### src/rtl/core/sfr_pkg.sv
// ----------------------------------------------------------------------------
// sfr_pkg: shared types and functions for the stuffed frame receiver
// Result record, configuration set, register indexes and the CRC-16 byte step.
// ----------------------------------------------------------------------------
package sfr_pkg;

   localparam int unsigned MAX_BODY   = 32;
   localparam int unsigned COUNT_W    = 6;
   localparam logic [15:0] CRC_POLY   = 16'h1021;

   // register indexes on the csr port
   typedef enum logic [1:0] {
      CSR_HEAD_CODE   = 2'd0,
      CSR_TAIL_CODE   = 2'd1,
      CSR_ESCAPE_CODE = 2'd2,
      CSR_CRC_INIT    = 2'd3
   } csr_index_type;

   localparam logic [7:0]  HEAD_CODE_RESET   = 8'hF4;
   localparam logic [7:0]  TAIL_CODE_RESET   = 8'h4F;
   localparam logic [7:0]  ESCAPE_CODE_RESET = 8'hFF;
   localparam logic [15:0] CRC_INIT_RESET    = 16'h0000;

   // second byte of an escape sequence
   localparam logic [7:0] ESC_SEL_HEAD   = 8'h01;
   localparam logic [7:0] ESC_SEL_ESCAPE = 8'h02;
   localparam logic [7:0] ESC_SEL_TAIL   = 8'h03;

   typedef enum logic {
      KIND_DATA   = 1'b0,
      KIND_STATUS = 1'b1
   } result_kind_type;

   typedef struct packed {
      logic [7:0]  head_code;
      logic [7:0]  tail_code;
      logic [7:0]  escape_code;
      logic [15:0] crc_init;
   } cfg_type;

   typedef struct packed {
      result_kind_type kind;
      logic [7:0]      data_byte;
      logic            crc_ok;
      logic            length_ok;
      logic            overflow;
      logic            last_of_input;
   } result_type;

   // body accumulation state
   typedef struct packed {
      logic [COUNT_W-1:0] count;
      logic [15:0]        crc;
      logic [7:0]         length_field;
      logic               overflowed;
      logic               took;
   } body_type;

   function automatic logic [15:0] crc_byte(input logic [15:0] c, input logic [7:0] b);
      logic [15:0] r;
      r = c ^ {b, 8'h00};
      for (int i = 0; i < 8; i++) begin
         if (r[15]) begin
            r = {r[14:0], 1'b0} ^ CRC_POLY;
         end else begin
            r = {r[14:0], 1'b0};
         end
      end
      return r;
   endfunction

   // one body byte: count it, capture the length byte, fold it into the CRC
   function automatic body_type body_step(input body_type s, input logic [7:0] b);
      body_type n;
      n = s;
      n.took = 1'b0;
      if (s.count >= COUNT_W'(MAX_BODY)) begin
         n.overflowed = 1'b1;
      end else begin
         if (s.count == COUNT_W'(2)) begin
            n.length_field = b;
         end
         n.crc   = crc_byte(s.crc, b);
         n.count = s.count + COUNT_W'(1);
         n.took  = 1'b1;
      end
      return n;
   endfunction

endpackage

### src/rtl/core/stuffed_frame_receiver_crc16.sv
// ----------------------------------------------------------------------------
// stuffed_frame_receiver_crc16: byte-stuffed frame receiver with CRC-16 check
// Removes head/tail/escape framing and reports CRC, length and overflow status.
// ----------------------------------------------------------------------------
// Usage:
//   req_*  : one raw line byte per request (valid/ready).
//   rsp_*  : results in order; a data byte per body byte, a status at the tail.
//            last_of_input marks the final result of a request.
//   csr_*  : register writes (head, tail, escape, CRC init), always ready;
//            write only while the block is idle.
// Flow: an accepted request waits in the input register until the queue has
//   room for two results, then is decoded into it; its results follow on rsp.
// Throughput: one request per cycle while two queue entries are free. A request
//   makes zero, one or two results; the rsp port moves one per cycle, so runs
//   of escaped pairs that expand to two bytes are paced by the four-entry queue.
// Reset: registers return to their default codes, frame state is cleared
//   and the queue is emptied.
// Stall: when rsp_ready is low the queue fills; the decoder holds its
//   request once fewer than two entries are free and req_ready drops.
// ----------------------------------------------------------------------------
module stuffed_frame_receiver_crc16 (
   input  logic        clock,
   input  logic        reset,
   input  logic        req_valid,
   output logic        req_ready,
   input  logic [7:0]  req_rx_byte,
   output logic        rsp_valid,
   input  logic        rsp_ready,
   output logic        rsp_result_kind,
   output logic [7:0]  rsp_data_byte,
   output logic        rsp_crc_ok,
   output logic        rsp_length_ok,
   output logic        rsp_overflow,
   output logic        rsp_last_of_input,
   input  logic        csr_valid,
   output logic        csr_ready,
   input  logic [1:0]  csr_index,
   input  logic [15:0] csr_data
);
   import sfr_pkg::*;

   cfg_type    cfg_ff;
   logic       held_ff;
   logic [7:0] byte_ff;
   logic       fire;
   logic       room2;
   result_type res0, res1, out_res;
   logic [1:0] res_count;

   assign csr_ready = 1'b1;
   assign fire      = held_ff && room2;
   assign req_ready = !held_ff || fire;

   always_ff @(posedge clock) begin
      if (reset) begin
         cfg_ff.head_code   <= HEAD_CODE_RESET;
         cfg_ff.tail_code   <= TAIL_CODE_RESET;
         cfg_ff.escape_code <= ESCAPE_CODE_RESET;
         cfg_ff.crc_init    <= CRC_INIT_RESET;
      end else if (csr_valid) begin
         case (csr_index_type'(csr_index))
            CSR_HEAD_CODE:   cfg_ff.head_code   <= csr_data[7:0];
            CSR_TAIL_CODE:   cfg_ff.tail_code   <= csr_data[7:0];
            CSR_ESCAPE_CODE: cfg_ff.escape_code <= csr_data[7:0];
            CSR_CRC_INIT:    cfg_ff.crc_init    <= csr_data;
            default: ;
         endcase
      end
   end

   // input register
   always_ff @(posedge clock) begin
      if (reset) begin
         held_ff <= 1'b0;
      end else if (req_ready) begin
         held_ff <= req_valid;
      end
   end

   always_ff @(posedge clock) begin
      if (req_valid && req_ready) begin
         byte_ff <= req_rx_byte;
      end
   end

   sfr_deframer u_deframer (
      .clock     (clock),
      .reset     (reset),
      .fire      (fire),
      .rx_byte   (byte_ff),
      .cfg       (cfg_ff),
      .res0      (res0),
      .res1      (res1),
      .res_count (res_count)
   );

   sfr_out_queue u_out_queue (
      .clock      (clock),
      .reset      (reset),
      .push0      (res0),
      .push1      (res1),
      .push_count (res_count),
      .room2      (room2),
      .out_valid  (rsp_valid),
      .out_ready  (rsp_ready),
      .out_data   (out_res)
   );

   assign rsp_result_kind   = out_res.kind;
   assign rsp_data_byte     = out_res.data_byte;
   assign rsp_crc_ok        = out_res.crc_ok;
   assign rsp_length_ok     = out_res.length_ok;
   assign rsp_overflow      = out_res.overflow;
   assign rsp_last_of_input = out_res.last_of_input;

endmodule

### src/rtl/core/sfr_deframer.sv
// ----------------------------------------------------------------------------
// sfr_deframer: frame state and byte decode
// Takes one raw byte per fire, updates frame state, emits up to two results.
// ----------------------------------------------------------------------------
module sfr_deframer (
   input  logic                clock,
   input  logic                reset,
   input  logic                fire,
   input  logic [7:0]          rx_byte,
   input  sfr_pkg::cfg_type    cfg,
   output sfr_pkg::result_type res0,
   output sfr_pkg::result_type res1,
   output logic [1:0]          res_count
);
   import sfr_pkg::*;

   logic     in_frame_ff, in_frame_in;
   logic     esc_pend_ff, esc_pend_in;
   body_type body_ff, body_in;

   body_type   body_base, body_a, body_b;
   logic       use_a, use_b;
   logic [7:0] byte_a, byte_b;
   result_type r0, r1;
   logic [1:0] n;

   always_comb begin
      in_frame_in = in_frame_ff;
      esc_pend_in = esc_pend_ff;
      body_base   = body_ff;
      body_base.took = 1'b0;
      use_a  = 1'b0;
      use_b  = 1'b0;
      byte_a = rx_byte;
      byte_b = rx_byte;
      r0 = '0;
      r1 = '0;
      n  = 2'd0;

      if (rx_byte == cfg.head_code) begin
         in_frame_in            = 1'b1;
         esc_pend_in            = 1'b0;
         body_base.overflowed   = 1'b0;
         body_base.crc          = cfg.crc_init;
         body_base.count        = '0;
         body_base.length_field = '0;
      end else if (in_frame_ff) begin
         if (rx_byte == cfg.tail_code) begin
            in_frame_in  = 1'b0;
            esc_pend_in  = 1'b0;
            r0.kind      = KIND_STATUS;
            r0.crc_ok    = (body_ff.crc == 16'h0000);
            r0.length_ok = ((body_ff.length_field - 8'd2) == {2'b00, body_ff.count});
            r0.overflow  = body_ff.overflowed;
            n            = 2'd1;
         end else if (esc_pend_ff) begin
            esc_pend_in = 1'b0;
            use_a       = 1'b1;
            case (rx_byte)
               ESC_SEL_HEAD:   byte_a = cfg.head_code;
               ESC_SEL_ESCAPE: byte_a = cfg.escape_code;
               ESC_SEL_TAIL:   byte_a = cfg.tail_code;
               default: begin
                  byte_a = cfg.escape_code;
                  use_b  = 1'b1;
               end
            endcase
         end else if (rx_byte == cfg.escape_code) begin
            esc_pend_in = 1'b1;
         end else begin
            use_a = 1'b1;
         end
      end

      body_a = use_a ? body_step(body_base, byte_a) : body_base;
      body_b = use_b ? body_step(body_a, byte_b) : body_a;
      body_in = body_b;

      if (body_a.took) begin
         r0.kind      = KIND_DATA;
         r0.data_byte = byte_a;
         n            = 2'd1;
         if (use_b && body_b.took) begin
            r1.kind      = KIND_DATA;
            r1.data_byte = byte_b;
            n            = 2'd2;
         end
      end

      // mark the final result of this byte
      if (n == 2'd2) begin
         r1.last_of_input = 1'b1;
      end else if (n == 2'd1) begin
         r0.last_of_input = 1'b1;
      end
   end

   always_ff @(posedge clock) begin
      if (reset) begin
         in_frame_ff <= 1'b0;
         esc_pend_ff <= 1'b0;
         body_ff     <= '0;
      end else if (fire) begin
         in_frame_ff <= in_frame_in;
         esc_pend_ff <= esc_pend_in;
         body_ff     <= body_in;
      end
   end

   assign res0      = r0;
   assign res1      = r1;
   assign res_count = fire ? n : 2'd0;

endmodule

### src/rtl/core/sfr_out_queue.sv
// ----------------------------------------------------------------------------
// sfr_out_queue: result queue
// Takes up to two results per cycle, hands out one per rsp handshake.
// ----------------------------------------------------------------------------
module sfr_out_queue (
   input  logic                clock,
   input  logic                reset,
   input  sfr_pkg::result_type push0,
   input  sfr_pkg::result_type push1,
   input  logic [1:0]          push_count,
   output logic                room2,
   output logic                out_valid,
   input  logic                out_ready,
   output sfr_pkg::result_type out_data
);
   import sfr_pkg::*;

   localparam int unsigned DEPTH = 4;
   localparam int unsigned PTR_W = $clog2(DEPTH);
   localparam int unsigned CNT_W = $clog2(DEPTH + 1);

   result_type         slot_ff [DEPTH];
   logic [PTR_W-1:0]   wr_ff, wr_in;
   logic [PTR_W-1:0]   rd_ff, rd_in;
   logic [CNT_W-1:0]   cnt_ff, cnt_in;
   logic               pop;
   logic [PTR_W-1:0]   wr_next;

   assign pop       = out_valid && out_ready;
   assign wr_next   = wr_ff + PTR_W'(1);
   assign out_valid = (cnt_ff != '0);
   assign out_data  = slot_ff[rd_ff];
   assign room2     = (cnt_ff <= CNT_W'(DEPTH - 2));

   always_comb begin
      wr_in  = wr_ff + PTR_W'(push_count);
      rd_in  = pop ? rd_ff + PTR_W'(1) : rd_ff;
      cnt_in = cnt_ff + CNT_W'(push_count) - CNT_W'(pop);
   end

   always_ff @(posedge clock) begin
      if (push_count != 2'd0) begin
         slot_ff[wr_ff] <= push0;
      end
      if (push_count == 2'd2) begin
         slot_ff[wr_next] <= push1;
      end
   end

   always_ff @(posedge clock) begin
      if (reset) begin
         wr_ff  <= '0;
         rd_ff  <= '0;
         cnt_ff <= '0;
      end else begin
         wr_ff  <= wr_in;
         rd_ff  <= rd_in;
         cnt_ff <= cnt_in;
      end
   end

endmodule

### config.mk
export PLATFORM = sky130hd
export DESIGN_NAME = stuffed_frame_receiver_crc16
export DESIGN_NICKNAME = d
export VERILOG_FILES = /design/src/rtl/core/sfr_pkg.sv /design/src/rtl/core/stuffed_frame_receiver_crc16.sv /design/src/rtl/core/sfr_deframer.sv /design/src/rtl/core/sfr_out_queue.sv
export SDC_FILE = /design/constraint.sdc
export NUM_CORES = 1
export LEC_CHECK = 0
export BUFFER_PORTS_ARGS = -buffer_cell sky130_fd_sc_hd__buf_2
export CAP_MARGIN = 5
export CORE_ASPECT_RATIO = 1.5
export CORE_MARGIN = 2
export CORE_UTILIZATION = 55
export CTS_CLUSTER_DIAMETER = 100
export CTS_CLUSTER_SIZE = 40
export DETAILED_ROUTE_END_ITERATION = 6
export PLACE_DENSITY = 0.73
export SETUP_SLACK_MARGIN = 0.02
export SLEW_MARGIN = 5
export SYNTH_ARGS = -nofsm -noshare
export SYNTH_HDL_FRONTEND = slang
export SYNTH_SLANG_ARGS = --single-unit
### constraint.sdc
create_clock -name clock -period 8.8 [get_ports clock]
set_clock_uncertainty 0.2 [all_clocks]
set_input_delay 0.88 -clock clock [delete_from_list [all_inputs] [get_ports clock]]
set_output_delay 0.88 -clock clock [all_outputs]
set_load 0.03 [all_outputs]
Word level (Yosys, flattened, before mapping)
Memories as Yosys holds them, arrays and structs flattened. A register that Yosys moved wholly into a read port is not among the register bits.
Index checks and enable logic that the tools add are counted.
Word-level totals
  register bits after elaboration: 89
  bits in writable memories: 52
  bits of input ports: 31
  output and inout bits: 16
  word-level logic and storage cells: 165
  memories: 1
Operators by class
  add/subtract/negate cells: 8
  order comparisons: 3
  eq/ne operators: 15
  mux-type cells: 88
  bitwise gates (word level): 18
  reduce and logical (&&, ||, !) cells: 17
Memory list
  u_out_queue.slot_ff: depth 4, width 13, read ports 1, clocked after memory_dff 1, wr ports 2, RTL line sfr_out_queue.sv:22  | result_type slot_ff [DEPTH];
Operators with widths (number)
  $mux 16: 14
  $mux 13: 16
  $mux 32: 2
  $mux 30: 2
  $mux 8: 7
  $not 3->3: 16
  $mux 1: 33
  $xor 16x16->16: 2
  $mux 31: 1
  $eq 8x8->1: 3
  $mux 9: 2
  $eq 8x2->1 const B: 2
  $logic_not 16->1: 1
  $pmux 8 s2: 1
  $mux 2: 7
  $add 6x1->6 const B: 2
  $eq 6x2->1 const B: 2
  $ge 6x6->1 const B: 2
  $reduce_and 2->1: 5
  $mux 3: 3
  $eq 2x2->1 const B: 4
  $eq 8x1->1 const B: 1
  $eq 8x6->1: 1
  $sub 8x2->8 const B: 1
  13 further kinds: 19

Longest topological paths before layout
  word-level depth: 65
  gate-level depth with buffers: 20
  mapped depth without buffers: 17

Hierarchy
From an unflattened synthesis, not the netlist that was laid out.
Unflattened totals
  cells, all modules: 923
  area, all modules: 9227.6 um^2
By module, submodules not included
  sfr_deframer: times used 1, cells each 572, area each 4239.1 um^2, seq. area each 660.6 um^2
  sfr_out_queue: times used 1, cells each 175, area each 3050.4 um^2, seq. area each 1741.7 um^2
  stuffed_frame_receiver_crc16: times used 1, cells each 176, area each 1938.1 um^2, seq. area each 1061.0 um^2

Worst setup path after synthesis
No wires, ideal clock.
  kind: reg2reg
  from: register byte_ff[6]
  to: register u_deframer.body_ff[15] (netlist bit)
  setup time: 0.074 ns
  arrival: 4.111 ns
  required time: 8.526 ns
  path slack: 4.415 ns
  stages on the path, launching flop included: 15
  buffers on the path: 2
  clock period less this slack: 4.385 ns
  path through: edfxtp_1 buf_2 xor2_1 nor4_2 a41oi_2 and3_1 buf_4 mux2_2 xor2_2 xnor3_1 a222oi_1 xnor2_1 xor3_1 or3_1 a31oi_1
On the way
  longest elaborated chain between the ends: 38
  elaborated cells on any way between the ends: 70
  classes of those cells: add/sub: 1; order compare: 2; eq/ne: 6; mux: 50; bitwise: 10; reduce/logical: 1
Ends and longest elaborated chain
  start, declared: RTL line stuffed_frame_receiver_crc16.sv:44  | logic [7:0] byte_ff;
  start signal, assigned: RTL line stuffed_frame_receiver_crc16.sv:82  | byte_ff <= req_rx_byte;
  $eq 8x2->1 or $eq 8x1->1 (tied branches): RTL line sfr_deframer.sv:59  | case (rx_byte)
  $pmux 8 s2: RTL line sfr_deframer.sv:59
  $mux 8: RTL line sfr_deframer.sv:56  | end else if (esc_pend_ff) begin
  $mux 8: RTL line sfr_deframer.sv:48  | if (rx_byte == cfg.tail_code) begin
  $mux 8: RTL line sfr_deframer.sv:47  | end else if (in_frame_ff) begin
  $mux 8: RTL line sfr_deframer.sv:40  | if (rx_byte == cfg.head_code) begin
  $xor 16x16->16: RTL line sfr_pkg.sv:61  | r = c ^ {b, 8'h00};
  $mux 13 or $not 3->3 (tied branches)
  (+22 left out)
  $mux 13: RTL line sfr_pkg.sv:63  | if (r[15]) begin
  $mux 16: RTL line sfr_pkg.sv:77  | if (s.count >= COUNT_W'(MAX_BODY)) begin
  $mux 13 or $mux 16 (tied branches): RTL line sfr_pkg.sv:63, sfr_pkg.sv:77
  $mux 16: RTL line sfr_pkg.sv:77
  $not 3->3 (no source line) or $mux 16 (tied branches)
  $mux 13: RTL line sfr_pkg.sv:63
  $mux 30: RTL line sfr_pkg.sv:77
  $mux 32 *: RTL line sfr_deframer.sv:76  | body_b = use_b ? body_step(body_a, byte_b) : body_a;
  end signal, assigned: RTL line sfr_deframer.sv:106  | body_ff <= body_in;
  end, declared: RTL line sfr_deframer.sv:19  | body_type body_ff, body_in;
Mark *: on every way between the ends. The rest lies on a longest branch, timed or not. The select of a mux whose other input is x is not followed.
A chain may end at the register's enable or synchronous reset.

Worst setup path after layout
  from: register byte_ff[1]
  to: register u_deframer.body_ff[15] (netlist bit)
The elaborated chain is that of the path after synthesis.

==> flow_metrics.env <==
export IMPL_status="finished clean"
export IMPL_cts_buffers=17
export IMPL_cts_hold_buffers=0
export IMPL_hold_violations=0
export IMPL_final_max_slew_violation_count=0
export IMPL_r2r_start="byte_ff[1]"
export IMPL_drc=0
export IMPL_antenna_found_initial=0
export IMPL_synthFlopType="dfxtp_1"
export IMPL_max_slew_worst_pin_slew_ns=0.991
export IMPL_cp_max_fo=32
export IMPL_hpwl_um=15600
export IMPL_dr_first_iter_drc_count=374
export IMPL_slew_headroom=0.337
export IMPL_cp_required_ns=8.95
export IMPL_cts_path_max_buffers=2
export IMPL_cts_repair_resized=0
export IMPL_totalWireLength_um=21900
export IMPL_drive_gt1_frac=0.123
export IMPL_endpoint_kind="flop"
export IMPL_synth_edf_count=44
export IMPL_grt_pass1_wl_um=35300
export IMPL_ys_seq_area_frac=0.405
export IMPL_overflow=0
export IMPL_startpoint="byte_ff[1]"
export IMPL_layout_setup_ws_ns=3.43
export IMPL_worstSetupPathType="flop to flop"
export IMPL_fmax_mhz=186
export IMPL_clockRootBuffer="clkbuf_16"
export IMPL_nNetsFinal=981
export IMPL_cts_sinks=143
export IMPL_max_cap_viol_count=0
export IMPL_io_pins=47
export IMPL_fin_crit_ns=5.37
export IMPL_clkLatencyLatePin_ns=0.43
export IMPL_std_cell_rows=54
export IMPL_grt_met3_usage=0.0544
export IMPL_path_clk_slew_ns=0.07
export IMPL_first_global_vias=6893
export IMPL_async_reset_ff_frac=0
export IMPL_dieArea_um2=15800
export IMPL_grt_met1_usage=0.337
export IMPL_grt_max_degree=60
export IMPL_startpoint_type="flop"
export IMPL_antenna_cells=0
export IMPL_dpl_worst_slack_ns=3.48
export IMPL_wl_per_cell_um=19.1
export IMPL_ant_nets=0
export IMPL_grt_use_total=0.289
export IMPL_yosys_register_bits=143
export IMPL_ys_warn_count=0
export IMPL_fin_crit_sh=0.610
export IMPL_hold_path_class="flop to flop"
export IMPL_whs_path_depth=2
export IMPL_dr_pass1_iters=6
export IMPL_gp_congestion=0.997
export IMPL_syn_to_final_growth_pct=11.1
export IMPL_setup_violations_final=0
export IMPL_netlist_instances=924
export IMPL_reg2reg_to="u_deframer.body_ff[15]"
export IMPL_grt_busiest_layer="met2"
export IMPL_synth_nets=966
export IMPL_synth_cell_types=61
export IMPL_final_setup_tns_ns=0
export IMPL_worstPathArrival_ns=5.52
export IMPL_crit_end="u_deframer.body_ff[15]"
export IMPL_initial_core_util=0.561
export IMPL_die_y_um=153
export IMPL_portBuffers=45
export IMPL_ff2ff_path_depth=13
export IMPL_ir_worst_vdd_mv=0.136
export IMPL_reg2reg_slack_ns=3.43
export IMPL_cts_tree="yes"
export IMPL_h_tree_depth=4
export IMPL_vias=6925
export IMPL_viasPerCell=6.03
export IMPL_met2_usage=0.484
export IMPL_power_leakage_nw=3.34
export IMPL_syn_avg_cell_area_um2=8.82
export IMPL_netlist_area_um2=8150
export IMPL_die_w_um=103
export IMPL_powerDensity_nw_per_um2=205
export IMPL_core_um2=14500
export IMPL_rsz0062_at_grt="no"
export IMPL_post_cts_buffers=0
==> state kept, by name (all words and copies together) (netlist names), 2 cells and up, named ones only <==
register / flops
byte_ff: 8
cfg_ff: 40
u_deframer.body_ff: 31
u_out_queue.cnt_ff: 3
u_out_queue.rd_ff: 2
u_out_queue.slot_ff: 52
u_out_queue.wr_ff: 2
==> worst min path at each step <==
stage / from / slack, ns / to
after global placement: u_out_queue.slot_ff[2][12] / 0.24 / u_out_queue.slot_ff[2][12]
after floorplan: u_out_queue.slot_ff[2][12] / 0.23 / u_out_queue.slot_ff[2][12]
after detailed placement: u_out_queue.slot_ff[3][3] / 0.24 / u_out_queue.slot_ff[3][3]
after global routing: u_out_queue.slot_ff[2][12] / 0.27 / u_out_queue.slot_ff[2][12]
final: u_out_queue.slot_ff[3][3] / 0.25 / u_out_queue.slot_ff[3][3]
after CTS: u_out_queue.slot_ff[3][3] / 0.25 / u_out_queue.slot_ff[3][3]
==> synthesized netlist by cell type, drive strengths merged (2+ instances only) <==
cell / n / area share
o31ai: 3 / 0.0028
and3: 3 / 0.0023
nand4: 10 / 0.0077
nand3: 30 / 0.018
xor3: 2 / 0.0058
o22ai: 6 / 0.0046
o2111ai: 2 / 0.0021
a31oi: 4 / 0.0031
nor2: 78 / 0.036
xnor3: 8 / 0.022
xor2: 28 / 0.032
mux4: 13 / 0.036
or3: 5 / 0.0038
nor3b: 2 / 0.0018
a211oi: 11 / 0.010
o211ai: 15 / 0.014
nor4: 8 / 0.0069
buf: 15 / 0.0089
xnor2: 57 / 0.061
o21ai: 46 / 0.028
nand2: 169 / 0.078
a22o: 16 / 0.017
edfxtp: 44 / 0.16
mux2: 2 / 0.0028
clkbuf: 47 / 0.022
inv: 15 / 0.0069
o21bai: 2 / 0.0018
a222oi: 2 / 0.0025
ha: 10 / 0.015
mux2i: 33 / 0.042
a21o: 2 / 0.0018
nor3: 13 / 0.0080
and2: 7 / 0.0054
a21oi: 82 / 0.050
or4: 2 / 0.0018
or2: 5 / 0.0038
o221ai: 2 / 0.0021
dfxtp: 99 / 0.24
nor2b: 4 / 0.0031
a21boi: 2 / 0.0018
nand2b: 7 / 0.0054
==> final cells by class <==
cell class / instances / area [µm²]
Fill cell: 1250 / 5470
Multi-Input combinational cell: 703 / 4540
Sequential cell: 143 / 3300
Clock buffer: 20 / 479
Timing Repair Buffer: 58 / 323
Tap cell: 196 / 245
Clock inverter: 12 / 106
Inverter: 16 / 60.1
==> cells by family after synthesis <==
group	synth area share
buf+inv	0.0379
fa+ha+maj	0.0178
compound gates	0.153
simple gates	0.183
flops	0.405
other cells	0.000460
xor+xnor	0.121
mux	0.0807
==> metal layers <==
metal | part of all wire | wire (µm)
met5 | 0 | 0
met4 | 0.052 | 1130
met3 | 0.066 | 1440
met2 | 0.51 | 11200
met1 | 0.37 | 8180
==> layout by cell type, fill, tap and decap left out, types with 4 or more instances in the layout <==
| cell | netlist | layout |
|---|---|---|
| nand2_1 | 169 | 169 |
| dfxtp_1 | 99 | 99 |
| a21oi_1 | 82 | 82 |
| nor2_1 | 78 | 77 |
| xnor2_1 | 57 | 57 |
| o21ai_0 | 45 | 45 |
| buf_2 | 4 | 45 |
| edfxtp_1 | 44 | 44 |
| mux2i_1 | 32 | 32 |
| nand3_1 | 30 | 30 |
| xor2_1 | 26 | 26 |
| clkbuf_16 | 0 | 19 |
| a22o_1 | 16 | 16 |
| o211ai_1 | 15 | 15 |
| inv_1 | 15 | 15 |
| nor3_1 | 13 | 13 |
| mux4_2 | 13 | 13 |
| buf_4 | 3 | 13 |
| a211oi_1 | 11 | 11 |
| nand4_1 | 10 | 10 |
| ha_1 | 10 | 10 |
| xnor3_1 | 8 | 8 |
| nand2b_1 | 7 | 7 |
| nor4_1 | 7 | 7 |
| o22ai_1 | 6 | 6 |
| and2_1 | 6 | 6 |
| or3_1 | 5 | 5 |
| or2_2 | 5 | 5 |
| inv_6 | 0 | 5 |
| a31oi_1 | 4 | 4 |
| nor2b_1 | 4 | 4 |
==> stage by stage <==
step                cell area [µm²]  cells  hold WS (ns)  utilization  power (W)
floorplan                      8150    924         0.233            -    0.00106
global placement               8470   1116         0.239        0.583    0.00115
detailed placement             8470   1116         0.243        0.583    0.00115
CTS                            9060   1148         0.252        0.624    0.00186
global route                   9060   1148         0.274        0.624    0.00193
finish                         9060   1148         0.255        0.624    0.00186
==> critical path, cell delays in order, from the launching register on <==
cell      delay (ns)
edfxtp_1        0.97
xnor2_1         0.14
nand4_1         0.13
or2_2           0.12
buf_4           0.33
and3_1          0.57
mux2_2          0.45
xor2_2          0.29
xnor3_1         0.44
a222oi_1        0.41
xnor2_1         0.26
xor3_1          0.46
or3_1           0.36
a31oi_1         0.13
==> power by group <==
group | total [W] | internal [W] | switching (W) | leakage, nW
sequential | 0.000779 | 0.000711 | 0.0000687 | 1.22
combinational | 0.000362 | 0.000168 | 0.000194 | 1.83
clock | 0.000718 | 0.000406 | 0.000313 | 0.289
total | 0.00186 | 0.00128 | 0.000576 | 3.34
Power figures use the tool's default switching activity.
